File: src/sv/csvf_pkg.sv
// Shared constants and controller/datapath interface types for the
// clipped state variable filter. No dependencies.
`default_nettype none

package csvf_pkg;

  localparam int SAMPLE_W      = 8;
  localparam int COEF_W        = 16;
  localparam int COEF_SHIFT    = 15;
  localparam int FRAC_BITS_DEF = 16;
  localparam logic [COEF_W-1:0] COEF_RESET = 16'd3277;

  // Commands from the controller to the datapath.
  typedef struct packed {
    logic load;       // take an input word and form the high value
    logic step_band;  // band += high * coefficient
    logic step_low;   // low += band * coefficient
    logic push;       // load the output register
  } csvf_cmd_t;

  // Status from the datapath to the controller.
  typedef struct packed {
    logic emit;       // the word in progress asks for a result
    logic out_free;   // the output register can take a word this cycle
  } csvf_stat_t;

endpackage

`default_nettype wire

File: src/sv/csvf_ctrl.sv
// Sequencing state machine of the clipped state variable filter.
// Depends on csvf_pkg for the command and status types.
`default_nettype none

module csvf_ctrl (
  input  wire logic                 clk,
  input  wire logic                 rst,
  input  wire logic                 s_tvalid,
  output logic                      s_tready,
  input  wire csvf_pkg::csvf_stat_t stat,
  output csvf_pkg::csvf_cmd_t       cmd
);

  localparam logic [1:0] ST_IDLE = 2'd0;
  localparam logic [1:0] ST_BAND = 2'd1;
  localparam logic [1:0] ST_LOW  = 2'd2;
  localparam logic [1:0] ST_PUSH = 2'd3;

  logic [1:0] state;
  logic [1:0] state_next;

  assign s_tready = (state == ST_IDLE);

  always_comb begin
    state_next     = state;
    cmd            = '0;
    case (state)
      ST_IDLE: begin
        if (s_tvalid) begin
          cmd.load   = 1'b1;
          state_next = ST_BAND;
        end
      end
      ST_BAND: begin
        cmd.step_band = 1'b1;
        state_next    = ST_LOW;
      end
      ST_LOW: begin
        cmd.step_low = 1'b1;
        state_next   = stat.emit ? ST_PUSH : ST_IDLE;
      end
      ST_PUSH: begin
        // Hold here until the previous result has left the output register.
        if (stat.out_free) begin
          cmd.push   = 1'b1;
          state_next = ST_IDLE;
        end
      end
      default: begin
        state_next = ST_IDLE;
      end
    endcase
  end

  always_ff @(posedge clk) begin
    if (rst) begin
      state <= ST_IDLE;
    end else begin
      state <= state_next;
    end
  end

endmodule

`default_nettype wire

File: src/sv/csvf_datapath.sv
// Datapath of the clipped state variable filter: integrators, coefficient
// register, one shared multiplier, clipping and the output register.
// Depends on csvf_pkg for constants and the command and status types.
`default_nettype none

module csvf_datapath #(
  parameter int FRAC_BITS = csvf_pkg::FRAC_BITS_DEF
) (
  input  wire logic                            clk,
  input  wire logic                            rst,
  input  wire logic                            cfg_we,
  input  wire logic [csvf_pkg::COEF_W-1:0]     cfg_data,
  input  wire logic [csvf_pkg::SAMPLE_W-1:0]   sample,
  input  wire logic                            start_req,
  input  wire logic                            emit,
  input  wire csvf_pkg::csvf_cmd_t             cmd,
  output csvf_pkg::csvf_stat_t                 stat,
  output logic                                 m_tvalid,
  input  wire logic                            m_tready,
  output logic [2*csvf_pkg::SAMPLE_W-1:0]      m_tdata
);

  localparam int SW = csvf_pkg::SAMPLE_W;
  localparam int CW = csvf_pkg::COEF_W;
  localparam int W  = SW + FRAC_BITS;   // signal value width
  localparam int PW = W + CW + 1;       // signed product width
  localparam int EW = W + CW + 2;       // working width for sums

  localparam logic signed [EW-1:0] CLIP_HI = EW'(127) <<< FRAC_BITS;
  localparam logic signed [EW-1:0] CLIP_LO = -(EW'(128) <<< FRAC_BITS);

  logic [CW-1:0]        coef;
  logic signed [W-1:0]  band;
  logic signed [W-1:0]  low;
  logic signed [W-1:0]  high;
  logic                 emit_reg;

  logic signed [W-1:0]  band_in;
  logic signed [W-1:0]  low_in;
  logic signed [EW-1:0] high_raw;
  logic signed [W-1:0]  mul_a;
  logic signed [PW-1:0] prod;
  logic signed [EW-1:0] scaled;
  logic signed [W-1:0]  acc;
  logic signed [EW-1:0] acc_sum;
  logic signed [W-1:0]  acc_clip;
  logic [SW-1:0]        low_q;
  logic [SW-1:0]        high_q;

  function automatic logic signed [W-1:0] clip(input logic signed [EW-1:0] v);
    if (v > CLIP_HI) begin
      clip = CLIP_HI[W-1:0];
    end else if (v < CLIP_LO) begin
      clip = CLIP_LO[W-1:0];
    end else begin
      clip = v[W-1:0];
    end
  endfunction

  // Integer part with truncation toward zero: floor, plus one when the value
  // is negative and has fraction bits set.
  function automatic logic [SW-1:0] to_int(input logic signed [W-1:0] v);
    to_int = v[W-1:FRAC_BITS] + SW'(v[W-1] & (|v[FRAC_BITS-1:0]));
  endfunction

  // A start word sees both integrators as zero.
  assign band_in  = start_req ? '0 : band;
  assign low_in   = start_req ? '0 : low;
  assign high_raw = (EW'($signed(sample)) <<< FRAC_BITS) - EW'(band_in) - EW'(low_in);

  // One multiplier serves both updates; the shift floors the product.
  assign mul_a    = cmd.step_low ? band : high;
  assign prod     = PW'(mul_a) * PW'($signed({1'b0, coef}));
  assign scaled   = EW'(prod) >>> csvf_pkg::COEF_SHIFT;
  assign acc      = cmd.step_low ? low : band;
  assign acc_sum  = EW'(acc) + scaled;
  assign acc_clip = clip(acc_sum);

  assign low_q  = to_int(low);
  assign high_q = to_int(high);

  assign stat.emit     = emit_reg;
  assign stat.out_free = !m_tvalid || m_tready;

  always_ff @(posedge clk) begin
    if (rst) begin
      coef <= csvf_pkg::COEF_RESET;
    end else if (cfg_we) begin
      coef <= cfg_data;
    end
  end

  always_ff @(posedge clk) begin
    if (rst) begin
      band <= '0;
      low  <= '0;
    end else begin
      if (cmd.load) begin
        band <= band_in;
        low  <= low_in;
      end else if (cmd.step_band) begin
        band <= acc_clip;
      end else if (cmd.step_low) begin
        low <= acc_clip;
      end
    end
  end

  always_ff @(posedge clk) begin
    if (cmd.load) begin
      high     <= clip(high_raw);
      emit_reg <= emit;
    end
  end

  always_ff @(posedge clk) begin
    if (rst) begin
      m_tvalid <= 1'b0;
    end else if (cmd.push) begin
      m_tvalid <= 1'b1;
    end else if (m_tready) begin
      m_tvalid <= 1'b0;
    end
  end

  always_ff @(posedge clk) begin
    if (cmd.push) begin
      m_tdata <= {high_q, low_q};
    end
  end

endmodule

`default_nettype wire

File: src/sv/clipped_state_variable_filter.sv
// Clipped state variable filter. Each input word carries one signed 8-bit
// sample; the filter forms high = sample - band - low, then updates band and
// low through the coefficient, clipping each value to [-128, 127]. A word
// with start_req set clears both integrators first, and a word with emit set
// yields one output word holding low and high truncated toward zero. After
// acceptance the controller runs the band and low updates and, with emit, the
// output push, which waits while the previous result sits unread in the output
// register; the order is set by the single shared multiplier doing the two
// dependent coefficient multiplies in turn. The coefficient (units of 1/32768)
// is written by the user through cfg_we/cfg_data only while idle; the block
// does not enforce this. Depends on csvf_pkg, csvf_ctrl and csvf_datapath.
`default_nettype none

module clipped_state_variable_filter #(
  parameter int FRAC_BITS = csvf_pkg::FRAC_BITS_DEF
) (
  input  wire logic                         clk,
  input  wire logic                         rst,
  input  wire logic                         cfg_we,
  input  wire logic [csvf_pkg::COEF_W-1:0]  cfg_data,   // coefficient
  input  wire logic                         s_tvalid,
  output logic                              s_tready,
  input  wire logic [7:0]                   s_tdata,    // [7:0] sample
  input  wire logic [1:0]                   s_tuser,    // [0] start_req, [1] emit
  output logic                              m_tvalid,
  input  wire logic                         m_tready,
  output logic [15:0]                       m_tdata     // [7:0] low_sample, [15:8] high_sample
);

  csvf_pkg::csvf_cmd_t  cmd;
  csvf_pkg::csvf_stat_t stat;

  csvf_ctrl u_ctrl (
    .clk      (clk),
    .rst      (rst),
    .s_tvalid (s_tvalid),
    .s_tready (s_tready),
    .stat     (stat),
    .cmd      (cmd)
  );

  csvf_datapath #(
    .FRAC_BITS (FRAC_BITS)
  ) u_datapath (
    .clk       (clk),
    .rst       (rst),
    .cfg_we    (cfg_we),
    .cfg_data  (cfg_data),
    .sample    (s_tdata),
    .start_req (s_tuser[0]),
    .emit      (s_tuser[1]),
    .cmd       (cmd),
    .stat      (stat),
    .m_tvalid  (m_tvalid),
    .m_tready  (m_tready),
    .m_tdata   (m_tdata)
  );

endmodule

`default_nettype wire

File: config.mk
export PLATFORM = sky130hd
export DESIGN_NAME = clipped_state_variable_filter
export DESIGN_NICKNAME = d
export VERILOG_FILES = /design/src/sv/csvf_pkg.sv /design/src/sv/csvf_ctrl.sv /design/src/sv/csvf_datapath.sv /design/src/sv/clipped_state_variable_filter.sv
export SDC_FILE = /design/constraint.sdc
export NUM_CORES = 1
export LEC_CHECK = 0
export BUFFER_PORTS_ARGS = -buffer_cell sky130_fd_sc_hd__clkbuf_2
export CAP_MARGIN = 20
export CORE_MARGIN = 2
export CORE_UTILIZATION = 45
export DETAILED_ROUTE_END_ITERATION = 8
export SLEW_MARGIN = 20
export SYNTH_ARGS = -nofsm -noshare
export SYNTH_HDL_FRONTEND = slang
export SYNTH_SLANG_ARGS = --single-unit
File: constraint.sdc
create_clock -name clk -period 9 [get_ports clk]
set_clock_uncertainty 0.15 [all_clocks]
set_input_delay 0.9 -clock clk [delete_from_list [all_inputs] [get_ports clk]]
set_output_delay 0.9 -clock clk [all_outputs]
set_load 0.03 [all_outputs]
* After elaboration in Yosys (flattened, before gate mapping)
Cells that the tools add are included.
** Word-level totals
- Input bits :: 31
- Logic and storage cells :: 62
- Bits in registers :: 108
- Output and inout bits :: 18
** Cells by class
- Reductions and logical operators :: 11
- Muxes and demuxes :: 24
- Bitwise gates (word level) :: 2
- $lt $le $gt $ge :: 4
- $add $sub $neg :: 5
- Multipliers :: 1
- Equality and inequality tests :: 6
** Operators with widths (count)
- two-way mux 24 bit :: 12
- > comparator 42 x 24 -> 1 bit (second input constant) :: 2
- less-than comparator 42 x 24 -> 1 bit (second input constant) :: 2
- multiplier 24 x 17 -> 41 bit :: 1
- OR reduction 16 bit :: 2
- adder 24 x 26 -> 27 bit :: 1
- subtractor 25 x 24 -> 26 bit :: 1
- subtractor 24 x 24 -> 25 bit :: 1
- adder 8 bit :: 2
- two-way mux 1 bit :: 8
- one-hot mux 2 bit (4 select lines) :: 1
- two-way mux 2 bit :: 3
- nonzero test 2 bit :: 3
- equality test 2 bit (second input constant) :: 2
- != test 2 bit (second input constant) :: 2
- AND reduction 2 bit :: 2
- bitwise AND 1 bit :: 2
- equality test 2 x 1 -> 1 bit (second input constant) :: 1
- logical NOT 2 bit :: 1
- != test 2 x 1 -> 1 bit (second input constant) :: 1
- OR reduction 2 bit :: 1
- logical NOT 1 bit :: 1
- logical OR 1 bit :: 1

* Longest topological paths before layout
- Word-level depth :: 11
- Gate-level depth with buffers :: 44
- Mapped depth without buffers :: 38

* By module
A second synthesis with hierarchy kept.
** Unflattened totals
- Cells, all modules :: 2408
- Area, all modules :: 21669.5 um2
** By module, submodules not included
- csvf_datapath :: cells an instance 2393, times used 1, area each 21551.9 um2, seq. area each 2532.4 um2
- csvf_ctrl :: cells an instance 15, times used 1, area each 117.6 um2, seq. area each 40.0 um2

* Worst setup path before layout
No wires, ideal clock.
- Path type :: reg2reg
- From :: register u_ctrl.state[0]
- To :: register u_datapath.band[8]
- Path slack :: -0.853 ns
- Data required time :: 8.781 ns
- Setup time :: 0.069 ns
- Cell stages (with the launch flop) :: 44
- Data arrival time :: 9.635 ns
- Cell sequence :: dfxtp_1 nand2b_1 clkbuf_1 clkbuf_1 mux2_2 clkbuf_1 and2_1 fa_1 inv_1 fa_1 inv_1 fa_1 fa_1 fa_1 inv_1 fa_1 inv_1 ha_1 [... 8 more ...] o21a_1 nor2_1 xnor2_1 ha_1 buf_2 nand2_1 nor2_1 a211oi_1 and3_1 buf_6 a21oi_4 a221o_1 a21oi_2 xor2_1 or4b_4 a21o_1 buf_6 o21ai_1
** Between the ends
- Cells in the longest elaborated chain, start to end :: 10
- Elaborated cells between the ends (all ways) :: 17
- Classes of those cells :: add/sub: 1; mul: 1; order compare: 2; eq/ne: 2; mux: 9; reduce/logical: 2
** Ends and longest elaborated chain
- start, declared :: RTL line csvf_ctrl.sv:19 : logic [1:0] state;
- start signal, assigned :: RTL line csvf_ctrl.sv:59 : state <= state_next;
- equality test 2 bit :: RTL line csvf_ctrl.sv:27 : case (state)
- two-way mux 1 bit :: RTL line csvf_ctrl.sv:27
- two-way mux 24 bit :: RTL line csvf_datapath.sv:72 : assign mul_a = cmd.step_low ? band : high;
- multiplier 24 x 17 -> 41 bit :: RTL line csvf_datapath.sv:73 : assign prod = PW'(mul_a) * PW'($signed({1'b0, coef}));
- adder 24 x 26 -> 27 bit :: RTL line csvf_datapath.sv:76 : assign acc_sum = EW'(acc) + scaled;
- less-than comparator 42 x 24 -> 1 bit :: RTL line csvf_datapath.sv:53 : end else if (v < CLIP_LO) begin
- two-way mux 24 bit :: RTL line csvf_datapath.sv:53
- two-way mux 24 bit :: RTL line csvf_datapath.sv:51 : if (v > CLIP_HI) begin
- two-way mux 24 bit :: RTL line csvf_datapath.sv:101 : end else if (cmd.step_band) begin
- two-way mux 24 bit :: RTL line csvf_datapath.sv:98 : if (cmd.load) begin
- end signal, assigned :: RTL line csvf_datapath.sv:99 : band <= band_in;
- end signal, assigned :: RTL line csvf_datapath.sv:102 : band <= acc_clip;
- end, declared :: RTL line csvf_datapath.sv:33 : logic signed [W-1:0] band;
Parallel ways exist; a longest one is shown, timed or not. The select of a mux whose other input is x is not followed.
A chain may end at the register's enable or synchronous reset.

* Worst setup path in the final report
- From :: register u_ctrl.state[0]
- To :: register u_datapath.band[2]
The elaborated chain is that of the path after synthesis.

==> impl_metrics.csv <==
group,metric,value,unit
die,die_w,224,um
logic_synthesis,synthTopCellsByArea,"fa_1 36%, ha_1 9.7%, inv_1 8.0%, dfxtp_1 6.2%, edfxtp_1 5.7%",
status,violations,"negative setup slack",
die,coreArea,47600,um2
die,die_area,50000,um2
logic_synthesis,synth_edf_count,41,
logic_synthesis,ys_ff_latch,108,
place,dp_hpwl,49.6,mm
detailed_routing,via_per_inst,5.27,
final_layout,nFillCells,4324,
detailed_routing,vias,17500,
hold_path,hold_class,"flip-flop to flip-flop",
sta,fin_crit_sh,107,%
setup_path,cp-start-kind,"flip-flop",
cts,clockBufferDepth,2,
die,start_util,45.5,%
place,portBuffers,48,
detailed_routing,first_iter_violations,892,
logic_synthesis,synth_area,21700,um2
setup_path,cpMaxStageDelayCell,"fa_1",
logic_synthesis,synth_area_per_cell,8.99,um2
final_layout,syn2layout_area_growth,19.0,%
final_layout,nNetsFinal,3278,
place,placed_cells,3261,
job,maxCapViolations,0,
final_layout,fin_cells,3313,
detailed_routing,wl,59.0,mm
status,outcome,"complete, but fails checks",
logic_synthesis,synth-compound-area-share,9.79,%
sta,hold_viol,0,
cts,clock_sinks,108,
cts,ctsRootBufferMaster,"clkbuf_16",
sta,tightest_slew,0.938,ns
sta,finalSetupViolations,46,
setup_path,crit_arrival,9.77,ns
die,rows,80,
global_route,grt_antenna_before_repair,0,
logic_synthesis,synth.most_common_cell,"inv_1",
sta,fin_crit,9.60,ns
logic_synthesis,yosysTopAreaCellShare,35.5,%
logic_synthesis,synthCells,2413,
global_route,grt_max_degree,51,
logic_synthesis,synthAdderAreaFrac,45.3,%
sta,maxSlewViolCount,0,
cts,cts_tree,"yes",
sta,fmax,104,MHz
logic_synthesis,yosys.area_share.simple,17.7,%
cts,cts_made_buffers,9,
setup_path,setup.worst_path.end_class,"flip-flop",
die,ios,49,
logic_synthesis,synth_mux_area_share,3.09,%
setup_path,crit_path_frequent_cell,"fa_1",
global_route,grt_remaining_overflow,0,
cts,clk_latency,0.39,ns
global_route,grt_pass1_vias,18500,
sta,relSlewSlack,35.7,%
logic_synthesis,synthXorXnorAreaFrac,2.42,%
sta,setup_tns,-25.78,ns
final_layout,drive_gt1_share,20.8,%
setup_path,crit_type,"flip-flop to flip-flop",
setup_path,path_delay_family,"adder cells",
final_layout,num_antenna_cells,0,
final_layout,multi_input_area,17600,um2
sta,layout_setup_ws,-0.600,ns
setup_path,crit_buf_inv,7,
detailed_routing,wl_per_cell,17.8,um
global_route,grt.total_usage,24.4,%
place,place_ws,-0.839,ns
logic_synthesis,synth.net_count,2998,
setup_path,slowest_delay,0.55,ns
detailed_routing,ant_nets,0,
logic_synthesis,async_flop_share,0,%
logic_synthesis,synthesis.yosys.warnings,0,
place,gp_congestion,0.904,
logic_synthesis,yosysSeqAreaShare,11.9,%
detailed_routing,drc,0,
setup_path,critical_path.max_fanout,7,
final_layout,area.sequential,2570,um2
cts,clk_pin_slew,0.08,ns
final_layout,top_regs,"u_datapath.band x24, u_datapath.high x24, u_datapath.low x24",
setup_path,required,9.17,ns
logic_synthesis,synth_top_family_by_area,"adder cells",
die,die_y,224,um
logic_synthesis,ys_types,86,
global_route,grt_pass1_wl,96.0,mm
detailed_routing,first_pass_iters,5,
cts,h-tree-depth,3,
final_layout,final_util,54.2,%
logic_synthesis,yosys-top-cells-count,"461 x inv_1, 385 x fa_1, 299 x nand2_1, 169 x ha_1, 162 x and2_1",
logic_synthesis,yosysTopAreaCell,"fa_1",
sta,rsz0062_at_grt,"yes",
logic_synthesis,ys.flop_type,"dfxtp_1",
==> area by class of cell <==
type                       instances  area share (%)
multi-input combinational       1749            68.0
timing repair buffer             364            11.1
sequential                       108            9.97
inverter                         461            6.70
tap                              615            2.98
clock buffer                       9           0.872
clock inverter                     7           0.397
==> final timing paths <==
path / cells past startpoint / slack (ns) / from / end
worst max register to register: 39 / -0.60 / u_ctrl.state[0] / u_datapath.band[2]
worst min-delay path: 2 / 0.35 / u_datapath.low[1] / u_datapath.low[1]
worst max-delay path: 39 / -0.60 / u_ctrl.state[0] / u_datapath.band[2]
worst min register to register: 2 / 0.35 / u_datapath.low[1] / u_datapath.low[1]
==> cell usage in the layout, fill, tap and decap left out, types with 53 or more instances in the layout <==
cell / n
dfxtp_1: 65
inv_1: 454
nor2_1: 95
fa_1: 378
a21oi_1: 57
nand2_1: 296
and2_1: 146
ha_1: 155
buf_4: 290
nand2b_1: 53
==> metrics by stage <==
step	hold WS [ns]	area (um2)
6_report	0.351	25800
5_1_grt	0.376	25800
4_1_cts	0.345	25400
3_5_place_dp	0.338	24700
3_3_place_gp	0.334	24700
2_1_floorplan	0.297	22000
==> per-layer routing <==
layer,GRT usage (%),vias up,routed length [um]
li1,-,8162,-
met1,30.5,8831,24200
met2,44.6,372,31000
met3,3.19,92,2490
met4,6.26,0,1380
met5,0,-,0
==> kinds of logic (layout without fill, tap and decap cells) <==
family	Yosys count	after routing
simple gates	770	770
buf+inv	558	841
fa+ha+maj	554	554
compound gates	302	304
flops	108	108
mux	61	61
xor+xnor	60	60
==> worst reg2reg max path: cells and delay by family, from the launching register on <==
family,cells,cell delay [ns]
AND/OR/NAND/NOR,7,1.09
XOR/XNOR,2,0.30
adder cells (fa/ha/maj),8,3.65
flip-flops,1,0.33
AO/OA/AOI/OAI,14,2.97
buffers and inverters,7,0.73
multiplexers,1,0.34
==> repair_timing <==
action / 4_1_cts / 5_1_grt
pin swaps: 27 / 48
buffers inserted: 18 / 14
cloned: 2 / 3
gates resized for setup: 50 / 59
endpoints found under the setup margin: 46 / 48
hold buffers: 0 / 0
Power is left out: the tool's default activity adds up to more than one toggle a clock period on the data nets, which glitch-free logic cannot reach.
